<file path="config.mk">
export PLATFORM = sky130hd
export DESIGN_NAME = hdm_ctrl
export DESIGN_NICKNAME = d
export VERILOG_FILES = /design/src/hdl/hdm_pkg.sv /design/src/hdl/hdm_ctrl.sv
export SDC_FILE = /design/constraint.sdc
export NUM_CORES = 1
export LEC_CHECK = 0
export BUFFER_PORTS_ARGS = -buffer_cell sky130_fd_sc_hd__buf_2
export CORE_AREA = 4 4 41 43
export DETAILED_ROUTE_END_ITERATION = 8
export DIE_AREA = 0 0 45 47
export GPL_TIMING_DRIVEN = 0
export PLACE_DENSITY = 0.58
export SLEW_MARGIN = 20
export SYNTH_ARGS = -nofsm -noshare
export SYNTH_HDL_FRONTEND = slang
export SYNTH_SLANG_ARGS = --single-unit
</file>
<file path="constraint.sdc">
create_clock -name clk -period 1.7 [get_ports clk]
set_input_delay 0.17 -clock clk [delete_from_list [all_inputs] [get_ports clk]]
set_output_delay 0.17 -clock clk [all_outputs]
set_load 0.01 [all_outputs]
</file>
<file path="src/hdl/hdm_pkg.sv">
// ============================================================================
// hdm_pkg
// Shared types, codes and helpers for the Hamming descriptor matcher.
// ============================================================================
package hdm_pkg;

    localparam int HDM_MAX_REFS = 1024;
    localparam int DESC_BITS    = 256;
    localparam int WORD_BITS    = 64;
    localparam int DESC_WORDS   = DESC_BITS / WORD_BITS;
    localparam int KEY_BITS     = 24;
    localparam int DIST_W       = 10;
    localparam int POP_W        = 7;
    localparam int HD_W         = 9;
    localparam int CNT_W        = 16;
    localparam int OUT_IDX_W    = 10;

    localparam logic [DIST_W-1:0] NO_DIST   = 10'd999;
    localparam logic [CNT_W-1:0]  CAP_RESET = 16'd4096;

    localparam logic [1:0] OP_CLEAR = 2'd0;
    localparam logic [1:0] OP_LOAD  = 2'd1;
    localparam logic [1:0] OP_QUERY = 2'd2;

    typedef struct packed {
        logic [1:0]  op;
        logic [63:0] desc_word0;
        logic [63:0] desc_word1;
        logic [63:0] desc_word2;
        logic [63:0] desc_word3;
        logic [11:0] key_x;
        logic [11:0] key_y;
    } in_item_t;

    typedef struct packed {
        logic        matched;
        logic [15:0] match_number;
        logic [9:0]  ref_index;
        logic [11:0] ref_x;
        logic [11:0] ref_y;
        logic [11:0] query_x;
        logic [11:0] query_y;
        logic [9:0]  best_distance;
        logic [9:0]  second_distance;
    } out_item_t;

    typedef struct packed {
        logic clear;
        logic load;
        logic query;
        logic issue;
        logic key_read;
        logic finish;
    } dp_cmd_t;

    typedef struct packed {
        logic ref_empty;
        logic issue_last;
        logic pipe_busy;
        logic out_free;
    } dp_stat_t;

    function automatic logic [POP_W-1:0] pop64(input logic [WORD_BITS-1:0] v);
        logic [WORD_BITS-1:0] s1;
        logic [WORD_BITS-1:0] s2;
        logic [WORD_BITS-1:0] s3;
        logic [POP_W-1:0]     sum;
        s1 = v - ((v >> 1) & 64'h5555555555555555);
        s2 = (s1 & 64'h3333333333333333) + ((s1 >> 2) & 64'h3333333333333333);
        s3 = (s2 + (s2 >> 4)) & 64'h0F0F0F0F0F0F0F0F;
        sum = '0;
        for (int b = 0; b < 8; b++)
        begin
            sum = sum + {3'b000, s3[b*8 +: 4]};
        end
        return sum;
    endfunction

endpackage

</file>
<file path="src/hdl/hdm_ctrl.sv">
// ============================================================================
// hdm_ctrl
// Sequencer: accepts items, steps the reference scan and hands off results.
// ============================================================================
module hdm_ctrl (
    input  logic             clk,
    input  logic             rst_n,
    input  logic             in_valid,
    input  logic [1:0]       in_op,
    output logic             in_stall,
    output hdm_pkg::dp_cmd_t cmd,
    input  hdm_pkg::dp_stat_t stat
);
    import hdm_pkg::*;

    typedef enum logic [3:0] {
        ST_IDLE  = 4'b0001,
        ST_SCAN  = 4'b0010,
        ST_DRAIN = 4'b0100,
        ST_DONE  = 4'b1000
    } state_t;

    state_t state_reg;
    state_t state_next;
    logic   accept;

    assign in_stall = (state_reg != ST_IDLE);
    assign accept   = in_valid && !in_stall;

    always_comb
    begin
        state_next = state_reg;
        cmd        = '0;
        case (state_reg)
            ST_IDLE:
            begin
                if (accept)
                begin
                    case (in_op)
                        OP_CLEAR: cmd.clear = 1'b1;
                        OP_LOAD:  cmd.load  = 1'b1;
                        OP_QUERY:
                        begin
                            cmd.query  = 1'b1;
                            state_next = stat.ref_empty ? ST_DRAIN : ST_SCAN;
                        end
                        default: ;
                    endcase
                end
            end
            ST_SCAN:
            begin
                cmd.issue = 1'b1;
                if (stat.issue_last)
                begin
                    state_next = ST_DRAIN;
                end
            end
            ST_DRAIN:
            begin
                if (!stat.pipe_busy)
                begin
                    cmd.key_read = 1'b1;
                    state_next   = ST_DONE;
                end
            end
            ST_DONE:
            begin
                if (stat.out_free)
                begin
                    cmd.finish = 1'b1;
                    state_next = ST_IDLE;
                end
            end
            default: state_next = ST_IDLE;
        endcase
    end

    always_ff @(posedge clk or negedge rst_n)
    begin
        if (!rst_n)
        begin
            state_reg <= ST_IDLE;
        end
        else
        begin
            state_reg <= state_next;
        end
    end

endmodule

</file>
**Word-level counts from Yosys, hierarchy flattened**

Cells that the tools add are included.

- Input bits: 9
- Output and inout bits: 7
- Flip-flop bits (word level): 4
- Logic and storage cells: 34

- Mux-type cells: 17
- Equality and inequality tests: 12
- Reduce and logical (&&, ||, !) cells: 4

Operators with widths:

| kind | number |
|---|---|
| 4-bit two-way mux | 5 |
| 4-bit case mux with 4 select lines | 1 |
| 3-bit two-way mux | 3 |
| 1-bit two-way mux | 8 |
| 2-bit inequality test, second input constant | 4 |
| 5-bit AND reduction | 1 |
| 4-bit by 1-bit equality test with 1-bit output, second input constant | 1 |
| 4-bit by 2-bit equality test with 1-bit output, second input constant | 1 |
| 4-bit by 3-bit equality test with 1-bit output, second input constant | 1 |
| 4-bit equality test, second input constant | 1 |
| 4-bit by 1-bit inequality test with 1-bit output, second input constant | 1 |
| 2-bit by 1-bit equality test with 1-bit output, second input constant | 1 |
| 2-bit equality test, second input constant | 1 |
| 2-bit logical NOT | 1 |
| 2-bit by 1-bit inequality test with 1-bit output, second input constant | 1 |
| 1-bit logical AND | 1 |
| 1-bit logical NOT | 1 |

**Longest topological paths before layout**

Gate-level depths: netlist of the first run.

- Depth after elaboration: 5
- Gate-level depth with buffers: 5
- Mapped depth without buffers: 4

**Least setup slack after synthesis of the first run**

No wires, ideal clock.

- Path type: register to output
- Start point: register state_reg[0]
- End point: output cmd[5] (netlist bit)
- Path buffers: 1
- Arrival time: 1242 ps
- Cell stages (with the launch flop): 6
- Setup slack: 288 ps
- Data required time: 1530 ps
- Cells stage by stage: dfstp_2 buf_6 nand2b_4 nor3_4 inv_2 nor4b_4

RTL lines:

| element | RTL line | text |
|---|---|---|
| start: declaration | hdm_ctrl.sv:23 | `state_t state_reg;` |
| start signal: assignment | hdm_ctrl.sv:87 | `state_reg <= state_next;` |
| end: declaration | hdm_ctrl.sv:11 | `output hdm_pkg::dp_cmd_t cmd,` |

==> results of run 1 <==
-- worst min-delay path, delay by kind of cell --
kind | cells | cell delay (ns)
buf+inv | 1 | 0.08
simple gates | 2 | 0.20
-- metal layers --
layer,share of wire,vias up,GRT usage
met1,0.46,174,0.124
li1,-,187,-
met2,0.49,9,0.144
met5,0,-,0
met3,0.033,2,0
met4,0.021,0,0.123
-- final timing paths --
check                          endpoint  cells past startpoint  slack (ns)
setup / recovery                 cmd[5]                      6        0.03
hold / removal             state_reg[3]                      3        0.25
setup reg to reg           state_reg[2]                      6        0.33
hold reg to reg            state_reg[1]                      2        0.59
max in group asynchronous  state_reg[0]                      2        1.22
min in group asynchronous  state_reg[2]                      2        0.26
-- report_power, final --
part | switching (mW) | total (mW) | internal [mW]
Clock | 0.0414 | 0.130 | 0.0882
Combinational | 0.254 | 0.489 | 0.235
Sequential | 0.0164 | 0.148 | 0.131
-- timing repair --
action                     in CTS  in global routing
setup endpoints to repair       1                  1
hold endpoints to repair        4                  0
pin swaps                       2                  1
gates cloned                    0                  0
setup buffers                   3                  0
hold buffers                    1                  0
-- metrics by stage --
stage | power [mW] | utilization | hold slack, ns
final | 0.766 | 0.443 | 0.250
after floorplan | 0.488 | - | -0.126
after global routing | 0.811 | 0.443 | 0.271
after CTS | 0.771 | 0.443 | 0.239
after global placement | 0.575 | 0.398 | -0.0225
after detailed placement | 0.572 | 0.398 | -0.0211
-- logic make-up after synthesis --
logic type,share of synthesized area
buffers and inverters,0.115
DFF,0.239
AOI/OAI and AO/OA,0.189
and+or+nand+nor,0.437
xor gates and xnor gates,0.0207
-- cells in the final DEF (no fill, tap or decap), types with 2 or more instances in the layout --
cell	count
clkbuf_4	3
o21ai_0	2
buf_2	15
buf_4	3
buf_6	4
nand3b_1	2
nor2_1	3
dfrtp_1	3
nand2b_1	3
-- area by class of cell --
class,count,area [um^2],area share
sequential,4,101,0.176
clock buffer,4,26.3,0.0456
multi-input combinational,30,274,0.475
tap,15,18.8,0.0325
buffer,4,45.0,0.0781
inverter,1,3.75,0.00651
timing repair buffer,19,108,0.187
==> flow_summary.toml, run 1 <==
[route]
drc = 0
wire_per_inst_um = 11.9
drtPass1Iterations = 4
via_per_inst = 4.83
wl_um = 913
drt_iter0_drc = 6
vias = 372
postRouteAntennaNets = 0

[cts]
clock_sinks = 4
post_cts_resized = 0
clock_path_buffers = 2
clock_latency_ns = 0.24
clk_pin_slew_ns = 0.04
numCtsBuffers = 3
root_buffer = "clkbuf_4"
cts_tree = "built"
htreeDepth = 1

[synth]
netlist.area_leader.share = 0.177
synth_area_leaders = "dfrtp_1 18%, buf_6 11%, dfstp_2 6.2%"
synth_seq_cells = 4
netlist_area_um2 = 424
synth_fp_nets = 48
synth_ff_type = "dfrtp_1"
yosysWarningCount = 0
ys_seq_area_frac = 0.239
syn-mean-instance-area_um2 = 10.9
synth_edf_count = 0
synth.distinct_cells = 28
async_reset_ff_frac = 1.00
yosys.area.top_type = "dfrtp_1"
netlist_top_cells_count = "4 x buf_6, 3 x dfrtp_1, 3 x nand2b_1, 3 x nor2_1"
syn_inst = 39
yosysMostFrequentCell = "buf_6"

[placed_design]
place_area_um2 = 518
dp.cells = 69
numPortBuffers = 15
routabilityCongestion = 0.679
post-place-ws_ns = 0.161
hpwlAfterDp_um = 667

[sta]
clock_skew_ns = 0.0104
rsz0062_at_grt = "true"
setup_tns_ns = 0
slew_viol_final = 0
worstMarginPinSlew_ns = 0.266
finalCritPeriodShare = 0.980
max_freq_mhz = 600
post-route-min-period_ns = 1.67
max_slew_margin = 0.822
finalWorstSetupSlack_ns = 0.0337
finalSetupViolCount = 0
finalHoldViolCount = 0

[global_routing]
grt_pass1_wl_um = 1480
grt_start_max_net_pins = 11
grt.total_usage = 0.0999
antenna_found_initial = 0
grt_overflow = 0
grt_pass1_vias = 348

[floorplan]
die_area_um2 = 2120
die_w_um = 45
coreArea_um2 = 1300
start_util = 0.326
row_count = 13
die_h_um = 47
ios = 16

[power]
p_per_area_nw_per_um2 = 1330
vdd_ir_drop_max_uv = 545
leakagePower_nw = 0.282

[critical_path]
crit_family = "flip-flops"
worst_path_max_delay_cell = "dfstp_2"
setup.worst_path.end_class = "output port"
r2r_start = "state_reg[0]"
worst-setup-path-type = "reg -> out"
path_max_fanout = 3
cpPeakStageDelay_ns = 0.51
critPathRequiredTime_ns = 1.53
crit_chain = "buf_6 > nand2b_4 > nor3_4 > inv_2 > nor4b_4 > buf_2"
critical_path_buf_inv_count = 3
worstPathArrival_ns = 1.50
startpoint = "state_reg[0]"
worstSetupStartpointType = "flip-flop"

[job]
maxCapViolations = 0

[min_path]
min_path_type = "in -> reg"
min_from = "stat[0]"

[finish]
largest_register_ffs = 4
nNetsFinal = 72
drive_gt1_frac = 0.597
fill_cells = 140
fin_cells = 77
area_delta_synth_final_pct = 36.0
antenna_cells = 0
design_area_um2 = 577

[outcome]
status = "finished, final reports clean"
No activity file was read; power rests on OpenSTA's default activity.
==> run 2: changes to the inputs <==
- BUFFER_PORTS_ARGS: -buffer_cell sky130_fd_sc_hd__buf_2 -> not set
- DONT_BUFFER_PORTS: not set -> 1
- PLACE_DENSITY: 0.58 -> 0.48
- RECOVER_POWER: not set -> 25
- TNS_END_PERCENT: not set -> 10
==> run 2 against run 1 <==
Effect of this change: routed wire length is 1.5% higher; cell count decreased by 21%; design area fell by 15%; clock power barely moved; non-clock buffer count shrank 16; worst setup slack improved by 0.070 ns; highest routed layer is now met3; clock-buffer cell count stayed put; critical path depth is 1 lower; largest cell class unchanged; fmax increased by 4.4%.
==> flow_summary.toml, run 2 (synthesized netlist as in run 1, its figures left out) <==
[cts]
clock_latency_ns = 0.24
root_buffer = "clkbuf_4"
cts_tree = "built"
clock_sinks = 4
clk_pin_slew_ns = 0.04
clock_path_buffers = 2
htreeDepth = 1
numCtsBuffers = 3
post_cts_resized = 0

[floorplan]
die_w_um = 45
die_area_um2 = 2120
row_count = 13
start_util = 0.326
coreArea_um2 = 1300
ios = 16
die_h_um = 47

[power]
p_comb_frac = 0.597
switching_share = 0.421
leakagePower_nw = 0.207
pwr-share-seq = 0.224
power.share.clock = 0.179
p_total_mw = 0.708
p_per_area_nw_per_um2 = 1440
vdd_ir_drop_max_uv = 403
p_int_mw = 0.409
power_switching_mw = 0.298

[global_routing]
grt_start_max_net_pins = 11
antenna_found_initial = 0
grt_pass1_vias = 335
grt_overflow = 0
grt.total_usage = 0.106
grt_pass1_wl_um = 1520

[route]
vias = 317
via_per_inst = 5.20
wire_per_inst_um = 15.2
postRouteAntennaNets = 0
drtPass1Iterations = 4
drt_iter0_drc = 2
wl_um = 927
drc = 0

[critical_path]
r2r_end = "state_reg[2]"
r2r_start = "state_reg[0]"
startpoint = "state_reg[1]"
worstPathArrival_ns = 1.43
worst-setup-path-type = "reg -> out"
crit_chain = "buf_6 > nand2b_4 > nor3_4 > buf_4 > and4b_1"
path_max_fanout = 9
r2r_cells = 5
worst_path_max_delay_cell = "dfrtp_1"
endpoint = "cmd[4]"
cpPeakStageDelay_ns = 0.37
worstSetupStartpointType = "flip-flop"
setup.worst_path.end_class = "output port"
r2r_slack_ns = 0.36
critPathRequiredTime_ns = 1.53

[sta]
finalSetupViolCount = 0
finalHoldViolCount = 0
finalCritPeriodShare = 0.939
max_slew_margin = 0.749
slew_viol_final = 0
rsz0062_at_grt = "false"
post-route-min-period_ns = 1.60
max_freq_mhz = 627
worstMarginPinSlew_ns = 0.374
clock_skew_ns = 0.00695

[finish]
largest_register_ffs = 4
nNetsFinal = 56
fin_cells = 61
fin_util = 0.377
antenna_cells = 0
area_delta_synth_final_pct = 15.6
drive_gt1_frac = 0.457

[placed_design]
numPortBuffers = 0
dp.cells = 54
hpwlAfterDp_um = 659
routabilityCongestion = 0.759

[min_path]
min_path_type = "in -> reg"

[outcome]
status = "finished, final reports clean"

[job]
maxCapViolations = 0
run 2: cell count changes in the layout (fill, tap and decap cells not counted), sizes merged:
cell and delta:
buf -16
run 2: repair_timing:
item                                   in CTS  in global routing
setup endpoints to repair                   1                  2
endpoints found under the hold margin       4                  0
buffers inserted                            3                  0
hold buffers                                1                  0
pin swaps                                   2                  3
run 2: how the worst min path moves through the flow:
stage,from,end,cells past startpoint
3_3_place_gp,rst_n,state_reg[3],0
3_5_place_dp,rst_n,state_reg[3],0
4_1_cts,stat[1],state_reg[2],2
5_1_grt,stat[1],state_reg[2],2
2_1_floorplan,rst_n,state_reg[1],0
6_report,stat[1],state_reg[2],2
run 2: routing by layer:
| layer | global-route usage | wire, um | vias up |
|---|---|---|---|
| met2 | 0.181 | 532 | 10 |
| met5 | 0 | 0 | - |
| li1 | - | - | 157 |
| met3 | 0.0153 | 39 | 0 |
| met4 | 0.105 | 0 | 0 |
| met1 | 0.110 | 356 | 150 |
run 2: power by group through the flow:
| stage | Sequential [mW] | Combinational, mW | Clock [mW] |
|---|---|---|---|
| final | 0.158 | 0.422 | 0.127 |
| after global placement | 0.148 | 0.385 | 0 |
| after detailed placement | 0.150 | 0.392 | 0 |
| after global routing | 0.162 | 0.460 | 0.149 |
| after floorplan | 0.146 | 0.342 | 0 |
| after CTS | 0.149 | 0.459 | 0.134 |
run 2: critical path: cells and delay by family, from the launching register on:
kind                   cells  cell delay, ns
buffers and inverters      2            0.29
DFF                        1            0.37
and+or+nand+nor            3            0.54
run 2: area by class of cell:
type	count	area, um^2
flip-flops and latches	4	101
inverters	1	3.75
repair buffers	4	32.5
plain buffers	3	33.8
fillers	150	811
well taps	15	18.8
multi-input cells	30	274
clock buffers	4	26.3
run 2: through the flow:
stage               setup TNS (ns)  worst slack, ns  hold slack [ns]  instance area (um^2)
floorplan                        0            0.288           -0.126                   424
global placement                 0            0.227           -0.125                   443
detailed placement               0            0.218           -0.125                   443
CTS                       -0.00709         -0.00709            0.124                   502
global route                     0           0.0202            0.116                   490
finish                           0            0.104            0.133                   490
